File: config.mk
export PLATFORM = sky130hd
export DESIGN_NAME = rti_queue
export DESIGN_NICKNAME = d
export VERILOG_FILES = /design/src/hdl/rti_pkg.sv /design/src/hdl/rti_queue.sv
export SDC_FILE = /design/constraint.sdc
export NUM_CORES = 1
export LEC_CHECK = 0
export ABC_CLOCK_PERIOD_IN_PS = 5300
export BUFFER_PORTS_ARGS = -buffer_cell sky130_fd_sc_hd__clkbuf_2
export CELL_PAD_IN_SITES_DETAIL_PLACEMENT = 1
export CELL_PAD_IN_SITES_GLOBAL_PLACEMENT = 2
export CORE_MARGIN = 2
export CORE_UTILIZATION = 45
export CTS_CLUSTER_DIAMETER = 150
export DETAILED_ROUTE_END_ITERATION = 10
export PLACE_DENSITY_LB_ADDON = 0.25
export SLEW_MARGIN = 15
export SYNTH_ARGS = -nofsm -noshare
export SYNTH_HDL_FRONTEND = slang
export SYNTH_SLANG_ARGS = --single-unit
File: constraint.sdc
create_clock -name clk -period 5.3 [get_ports clk]
set_clock_uncertainty 0.15 [all_clocks]
set_input_delay 0.265 -clock clk [delete_from_list [all_inputs] [get_ports clk]]
set_output_delay 0.265 -clock clk [all_outputs]
set_load 0.01 [all_outputs]
File: src/hdl/rti_pkg.sv
// ----------------------------------------------------------------------------
// rti_pkg
// Shared constants, payload types and helpers of the ray/triangle core.
// ----------------------------------------------------------------------------
package rti_pkg;

  localparam int COORD_BITS    = 21;
  localparam int DIST_BITS     = 32;
  localparam int SLOT_BITS     = 21;
  localparam int VEC_BITS      = 3 * SLOT_BITS;
  localparam int FRAC_BITS     = 16;
  localparam int OUT_DIST_BITS = 32;

  // Edge and offset components, cross terms, products and dot-product sums.
  localparam int DIFF_BITS  = COORD_BITS + 1;
  localparam int CROSS_BITS = 2 * DIFF_BITS + 1;
  localparam int PROD_BITS  = DIFF_BITS + CROSS_BITS;
  localparam int SUM_BITS   = PROD_BITS + 2;
  localparam int REM_BITS   = SUM_BITS + DIST_BITS;

  localparam int QUEUE_DEPTH = 4;
  localparam int QUEUE_AW    = $clog2(QUEUE_DEPTH);

  localparam logic [1:0] ST_HIT      = 2'd0;
  localparam logic [1:0] ST_PARALLEL = 2'd1;
  localparam logic [1:0] ST_OUTSIDE  = 2'd2;
  localparam logic [1:0] ST_BEHIND   = 2'd3;

  localparam logic [1:0] CFG_VERTEX_ONE   = 2'd0;
  localparam logic [1:0] CFG_VERTEX_TWO   = 2'd1;
  localparam logic [1:0] CFG_VERTEX_THREE = 2'd2;

  typedef struct packed {
    logic [VEC_BITS-1:0] ray_origin;
    logic [VEC_BITS-1:0] ray_direction;
  } ray_in_t;

  typedef struct packed {
    logic [1:0]               hit_status;
    logic [OUT_DIST_BITS-1:0] hit_distance;
  } ray_out_t;

  // One classified ray waiting for its distance to be divided out.
  typedef struct packed {
    logic [1:0]          status;
    logic                ovf;
    logic [SUM_BITS-1:0] num;
    logic [SUM_BITS-1:0] den;
  } rti_job_t;

  // Coordinate k of a packed vector, sign-extended by one bit.
  function automatic logic signed [DIFF_BITS-1:0] coord(input logic [VEC_BITS-1:0] p,
                                                        input int k);
    logic [SLOT_BITS-1:0] slot;
    slot = p[k*SLOT_BITS +: SLOT_BITS];
    return signed'({{(DIFF_BITS-COORD_BITS){slot[COORD_BITS-1]}}, slot[COORD_BITS-1:0]});
  endfunction

endpackage

File: src/hdl/rti_queue.sv
// ----------------------------------------------------------------------------
// rti_queue
// Small register FIFO that decouples classification from division.
// ----------------------------------------------------------------------------
module rti_queue (
  input  logic              clk,
  input  logic              rst,
  input  logic              push_valid,
  output logic              push_ready,
  input  rti_pkg::rti_job_t push_data,
  output logic              pop_valid,
  input  logic              pop_ready,
  output rti_pkg::rti_job_t pop_data
);

  localparam int AW = rti_pkg::QUEUE_AW;

  rti_pkg::rti_job_t mem [rti_pkg::QUEUE_DEPTH];
  logic [AW-1:0] wr_ptr;
  logic [AW-1:0] rd_ptr;
  logic [AW:0]   count;
  logic          push;
  logic          pop;

  assign push_ready = count != (AW+1)'(rti_pkg::QUEUE_DEPTH);
  assign pop_valid  = count != '0;
  assign pop_data   = mem[rd_ptr];
  assign push       = push_valid && push_ready;
  assign pop        = pop_valid && pop_ready;

  always_ff @(posedge clk) begin
    if (rst) begin
      wr_ptr <= '0;
      rd_ptr <= '0;
      count  <= '0;
    end else begin
      if (push) begin
        wr_ptr <= wr_ptr + 1'b1;
      end
      if (pop) begin
        rd_ptr <= rd_ptr + 1'b1;
      end
      if (push && !pop) begin
        count <= count + 1'b1;
      end else if (pop && !push) begin
        count <= count - 1'b1;
      end
    end
  end

  always_ff @(posedge clk) begin
    if (push) begin
      mem[wr_ptr] <= push_data;
    end
  end

endmodule

Word level (Yosys, flattened, before mapping):

Memories as Yosys holds them, arrays and structs flattened. A register that Yosys moved wholly into a read port is not among the register bits.
Cells that the tools add are included.

* word-level logic and storage cells: 23
* bits in registers: 7
* bits of input ports: 145
* memories kept: 1
* bits in writable memories: 564

Memory list
* mem: depth 4, width 141, rd ports 1, clocked after Yosys merged registers in 1, write ports 1, line rti_queue.sv:18 `rti_pkg::rti_job_t mem [rti_pkg::QUEUE_DEPTH];`

* muxes and demuxes: 6
* reductions and logical operators: 8
* add/subtract/negate cells: 4
* equality and inequality tests: 1

Operators by type and width (number)
* 3-bit 2-to-1 mux: 2
* 2-bit by 1-bit adder with 2-bit output (second input constant): 2
* 1-bit logical AND: 4
* 2-bit 2-to-1 mux: 2
* 3-bit by 1-bit adder with 3-bit output (second input constant): 1
* 3-bit inequality test (second input constant): 1
* 3-bit nonzero test: 1
* 3-bit by 1-bit subtractor with 3-bit output (second input constant): 1
* 1-bit zero test: 2
* 1-bit 2-to-1 mux: 2
* 2-bit nonzero test: 1

Depth between registers and ports, before layout:

* depth after elaboration: 6
* gate-level depth with buffers: 8

Worst setup path after synthesis:

Ideal clock, no wire load.

* kind: register to register
* from: reg count[0]
* to: mem mem[0][0] (netlist bit) (enable)
* path slack: 0.595 ns
* required time: 4.633 ns
* clock period less this slack: 4.705 ns
* buffers on the path: 0
* cell stages (with the launch flop): 4
* arrival: 4.038 ns
* setup time: 0.517 ns
* cells stage by stage: dfxtp_1 > nor2_1 > a21boi_2 > and2_1

* word-level cells in the longest chain between the ends: 4

Ends and longest elaborated chain
* start: declaration: line rti_queue.sv:21 `logic [AW:0] count;`
* start signal: assignment: line rti_queue.sv:44 `count <= count + 1'b1;`
* start signal: assignment: line rti_queue.sv:46 `count <= count - 1'b1;`
* 3-bit inequality test: line rti_queue.sv:25 `assign push_ready = count != (AW+1)'(rti_pkg::QUEUE_DEPTH);`
* 1-bit logical AND: line rti_queue.sv:28 `assign push = push_valid && push_ready;`
* via push: line rti_queue.sv:22 `logic push;`
* 1-bit 2-to-1 mux: line rti_queue.sv:52 `if (push) begin`
* 1-bit 2-to-1 mux (not written as such): line rti_queue.sv:53 `mem[wr_ptr] <= push_data;`
* end: declaration: line rti_queue.sv:18

The timed path passes the listed nets, and every way through them passes these cells.

Worst setup path after layout:

* from: reg count[0]
* to: mem mem[1][133] (netlist bit) (enable)

Same word-level chain as after synthesis.

==> impl_results.rst <==
.. list-table::
   :header-rows: 1

   * - Metric
     - Value
   * - Aggregate global routing overflow
     - 0
   * - Growth of design area from synthesis to finish
     - 26.1%
   * - Data arrival at the endpoint of the critical path
     - 2.97 ns
   * - Number of cells after detailed placement
     - 1651
   * - H-tree lvl count
     - 2
   * - Placed standard-cell area
     - 0.0230 mm2
   * - Fraction of the core area covered by cells at the end of the flow
     - 57.6%
   * - Number of register bits inferred by synthesis
     - 573
   * - Worst hold-check slack
     - 0.279 ns
   * - Total setup violations reported at the end of the flow
     - 0
   * - Leading cell type in the layout, fill and taps excluded
     - sky130_fd_sc_hd__edfxtp_1
   * - Reg-to-reg setup timing slack
     - 2.41 ns
   * - Power after layout
     - 12.4 mW
   * - Post-Synthesis Mean Instance Area
     - 26.5 um2
   * - Clock sink count
     - 573
   * - Number of nets in the final layout
     - 1405
   * - Netlist area before placement
     - 0.0208 mm2
   * - Final Critical Period
     - 2.89 ns
   * - Peak fanout along the critical path
     - 69
   * - Initial antenna violation count
     - 1
   * - Total number of yosys warnings
     - 0
   * - Most frequent cells in the layout
     - sky130_fd_sc_hd__edfxtp_1, sky130_fd_sc_hd__clkbuf_2, sky130_fd_sc_hd__dlygate4sd3_1, sky130_fd_sc_hd__mux4_2, sky130_fd_sc_hd__clkbuf_16
   * - Row count
     - 78
   * - Worst-path cell chain
     - nor2_1 > a21boi_2 > and2_4 > buf_12
   * - Multiplexer fraction of the synthesized cell area
     - 15.4%
   * - GR met1 Demand/Resource
     - 26.5%
   * - Proportion of layout cells with a drive suffix above 1
     - 40.2%
   * - Crit path kind
     - flip-flop to flip-flop
   * - Period utilisation layout
     - 54.6%
   * - Largest family of logic cells by synthesized area
     - multiplexers
   * - Final cell count without fillers
     - 1903
   * - Combined buffer and inverter count along the critical path
     - 1
   * - Clk pin slew, worst setup/hold paths
     - 0.06 ns
   * - DRC violation count after routing
     - 0
   * - Port bufs
     - 287
   * - Element type at the critical path end
     - flip-flop
   * - Post-CTS sizing
     - 0
   * - Post-route ant nets
     - 0
   * - Worst Setup Slack post-DPL
     - 2.47 ns
   * - Post-synthesis compound-gate area fraction
     - 0.181%
   * - Cell leakage power
     - 8.89 nW
   * - Chip height
     - 219 um
   * - Total via count after detailed routing
     - 9918
   * - Met2 demand-to-capacity share in global routing
     - 28.6%
   * - Last weighted congestion value of the routability-driven placer
     - 0.723
   * - Simple-Gate Fraction of Synth Area
     - 0.403%
   * - Final worst setup slack
     - 2.41 ns
   * - Count of unique library cells instantiated by Yosys
     - 23
   * - Max-slew violation count
     - 0
   * - Sequential area share after synthesis
     - 82.3%
   * - Cell class contributing the biggest share of worst-path delay
     - simple AND/OR/NAND/NOR gates
   * - FF-to-FF Start
     - count[0]
   * - Global routing met3 resource utilization
     - 3.70%
   * - Vias in the first global route
     - 10700
   * - Type of element launching the critical path
     - flip-flop
   * - Worst setup path startpoint
     - count[0]
   * - Clock tree root buffer cell
     - sky130_fd_sc_hd__clkbuf_16
   * - Total wire length
     - 43200 um
   * - Estimated wirelength of the detail-placed design
     - 25100 um
   * - Unrepaired setup endpoints after global routing
     - no
   * - Class of the most critical hold timing path
     - input pin to flip-flop
   * - TritonCTS Buffers
     - 57
   * - Max_slew headroom
     - 37.6%
   * - Total Neg Setup Slack
     - 0 ns
   * - Clock latency on the worst-skew pair
     - 0.59 ns
   * - Achievable frequency
     - 345 MHz
   * - Peak supply drop
     - 0.286 mV
   * - Share of synthesized cell area in full adder, half adder and majority cells
     - 0.397%
   * - Instance count of the mapped netlist
     - 785
   * - Slowest stage cell, crit path
     - sky130_fd_sc_hd__and2_4
   * - Hold Vio Cnt, Final
     - 0
   * - Syn nets
     - 936
   * - Max Root-Sink Buffers
     - 3
   * - Average wire per cell in the routed design
     - 22.7 um
   * - Ratio of total power to cell area
     - 472 mW/mm2
   * - Max_cap viols
     - 0
   * - Placeable core region
     - 0.0455 mm2
   * - I/O pin total
     - 288
   * - Die area
     - 0.0479 mm2
   * - Biggest cell delay along the critical path
     - 0.81 ns
   * - First-pass DRT Iterations
     - 6
   * - Initial cell density of the core
     - 45.7%
   * - Run status
     - completed
   * - Post-CTS setup buffer count
     - 0
   * - Startpoint of the lowest-slack hold path
     - push_data[66]
   * - Clock tree from TritonCTS
     - done
   * - Final cell area excluding filler cells
     - 0.0262 mm2
   * - Maximum number of pins on one net before global-route repair
     - 81
   * - DRC marker count from the first detailed-route iteration
     - 638
   * - GRT Util Overall
     - 18.4%
   * - Worst EP required
     - 5.37 ns
   * - Fraction of synthesized cell area in xor and xnor cells
     - 0.168%
   * - Worst Max-Slew Pin Slew
     - 0.936 ns
   * - Most used routing layer in global routing
     - met2
   * - Global-route wire length before repair
     - 65700 um
   * - Die Span X
     - 219 um
   * - Average via count per standard cell
     - 5.21
[cells by family (layout without fill, tap and decap cells)]
| group | count (synthesis) | after routing |
|---|---|---|
| mux | 144 | 144 |
| simple gates | 17 | 17 |
| fa+ha+maj | 6 | 6 |
| buf+inv | 36 | 553 |
| other cells | 0 | 1 |
| flops | 573 | 573 |
| xor+xnor | 4 | 4 |
| compound gates | 5 | 5 |
[Yosys cell counts]
| master | count | area (um2) |
|---|---|---|
| sky130_fd_sc_hd__a21boi_2 | 1 | 11.3 |
| sky130_fd_sc_hd__a21oi_1 | 1 | 5.00 |
| sky130_fd_sc_hd__and2_1 | 4 | 25.0 |
| sky130_fd_sc_hd__buf_2 | 16 | 80.1 |
| sky130_fd_sc_hd__buf_6 | 10 | 113 |
| sky130_fd_sc_hd__clkbuf_1 | 6 | 22.5 |
| sky130_fd_sc_hd__clkbuf_2 | 1 | 5.00 |
| sky130_fd_sc_hd__dfxtp_1 | 9 | 180 |
| sky130_fd_sc_hd__edfxtp_1 | 564 | 16900 |
| sky130_fd_sc_hd__fa_1 | 1 | 20.0 |
| sky130_fd_sc_hd__ha_1 | 5 | 62.6 |
| sky130_fd_sc_hd__inv_1 | 3 | 11.3 |
| sky130_fd_sc_hd__mux2_2 | 1 | 11.3 |
| sky130_fd_sc_hd__mux2i_1 | 2 | 20.0 |
| sky130_fd_sc_hd__mux4_2 | 141 | 3180 |
| sky130_fd_sc_hd__nand2_1 | 1 | 3.75 |
| sky130_fd_sc_hd__nand2b_1 | 2 | 12.5 |
| sky130_fd_sc_hd__nor2_1 | 8 | 30.0 |
| sky130_fd_sc_hd__o21ai_0 | 1 | 5.00 |
| sky130_fd_sc_hd__o311ai_0 | 1 | 8.76 |
| sky130_fd_sc_hd__o31ai_1 | 1 | 7.51 |
| sky130_fd_sc_hd__or3_1 | 2 | 12.5 |
| sky130_fd_sc_hd__xor2_1 | 4 | 35.0 |
[registers in the layout (all words and copies together) (netlist names), named ones only]
signal and flops:
mem 564, count 3, rd_ptr 2, wr_ptr 2
[routing by layer]
metal  share of wire (%)  routed length [um]  up-vias
met5                   0                   0        -
met4                 2.3                 991        0
met3                 6.0                2600       64
met2                  48               20800      292
met1                  44               18800     5220
li1                    -                   -     4342
[power by group]
part | total [mW] | internal (mW) | leakage (nW) | switching, mW
clock | 3.88 | 2.28 | 0.891 | 1.60
sequential | 5.63 | 5.50 | 5.24 | 0.127
combinational | 2.88 | 1.33 | 2.76 | 1.55
total | 12.4 | 9.11 | 8.89 | 3.27
[path summary, 6_finish.rpt]
path,to,cells after the start
max,mem[1][133],4
min,mem[3][66],2
max reg2reg,mem[1][133],4
min reg2reg,rd_ptr[1],2
[repair_timing]
| item | CTS | global route |
|---|---|---|
| hold buffers | 144 | 0 |
| setup endpoints to repair | 0 | 0 |
| hold endpoints to repair | 573 | 0 |
[final cells by class]
class,instances,area [um2]
clock buffer,79,1590
timing repair buffer,443,3060
antenna,1,2.50
tap,600,751
clock inverter,28,225
multi-input combinational,176,3460
fill,3921,19300
sequential,573,17100
inverter,3,11.3
No activity file was read; power rests on OpenSTA's default activity.
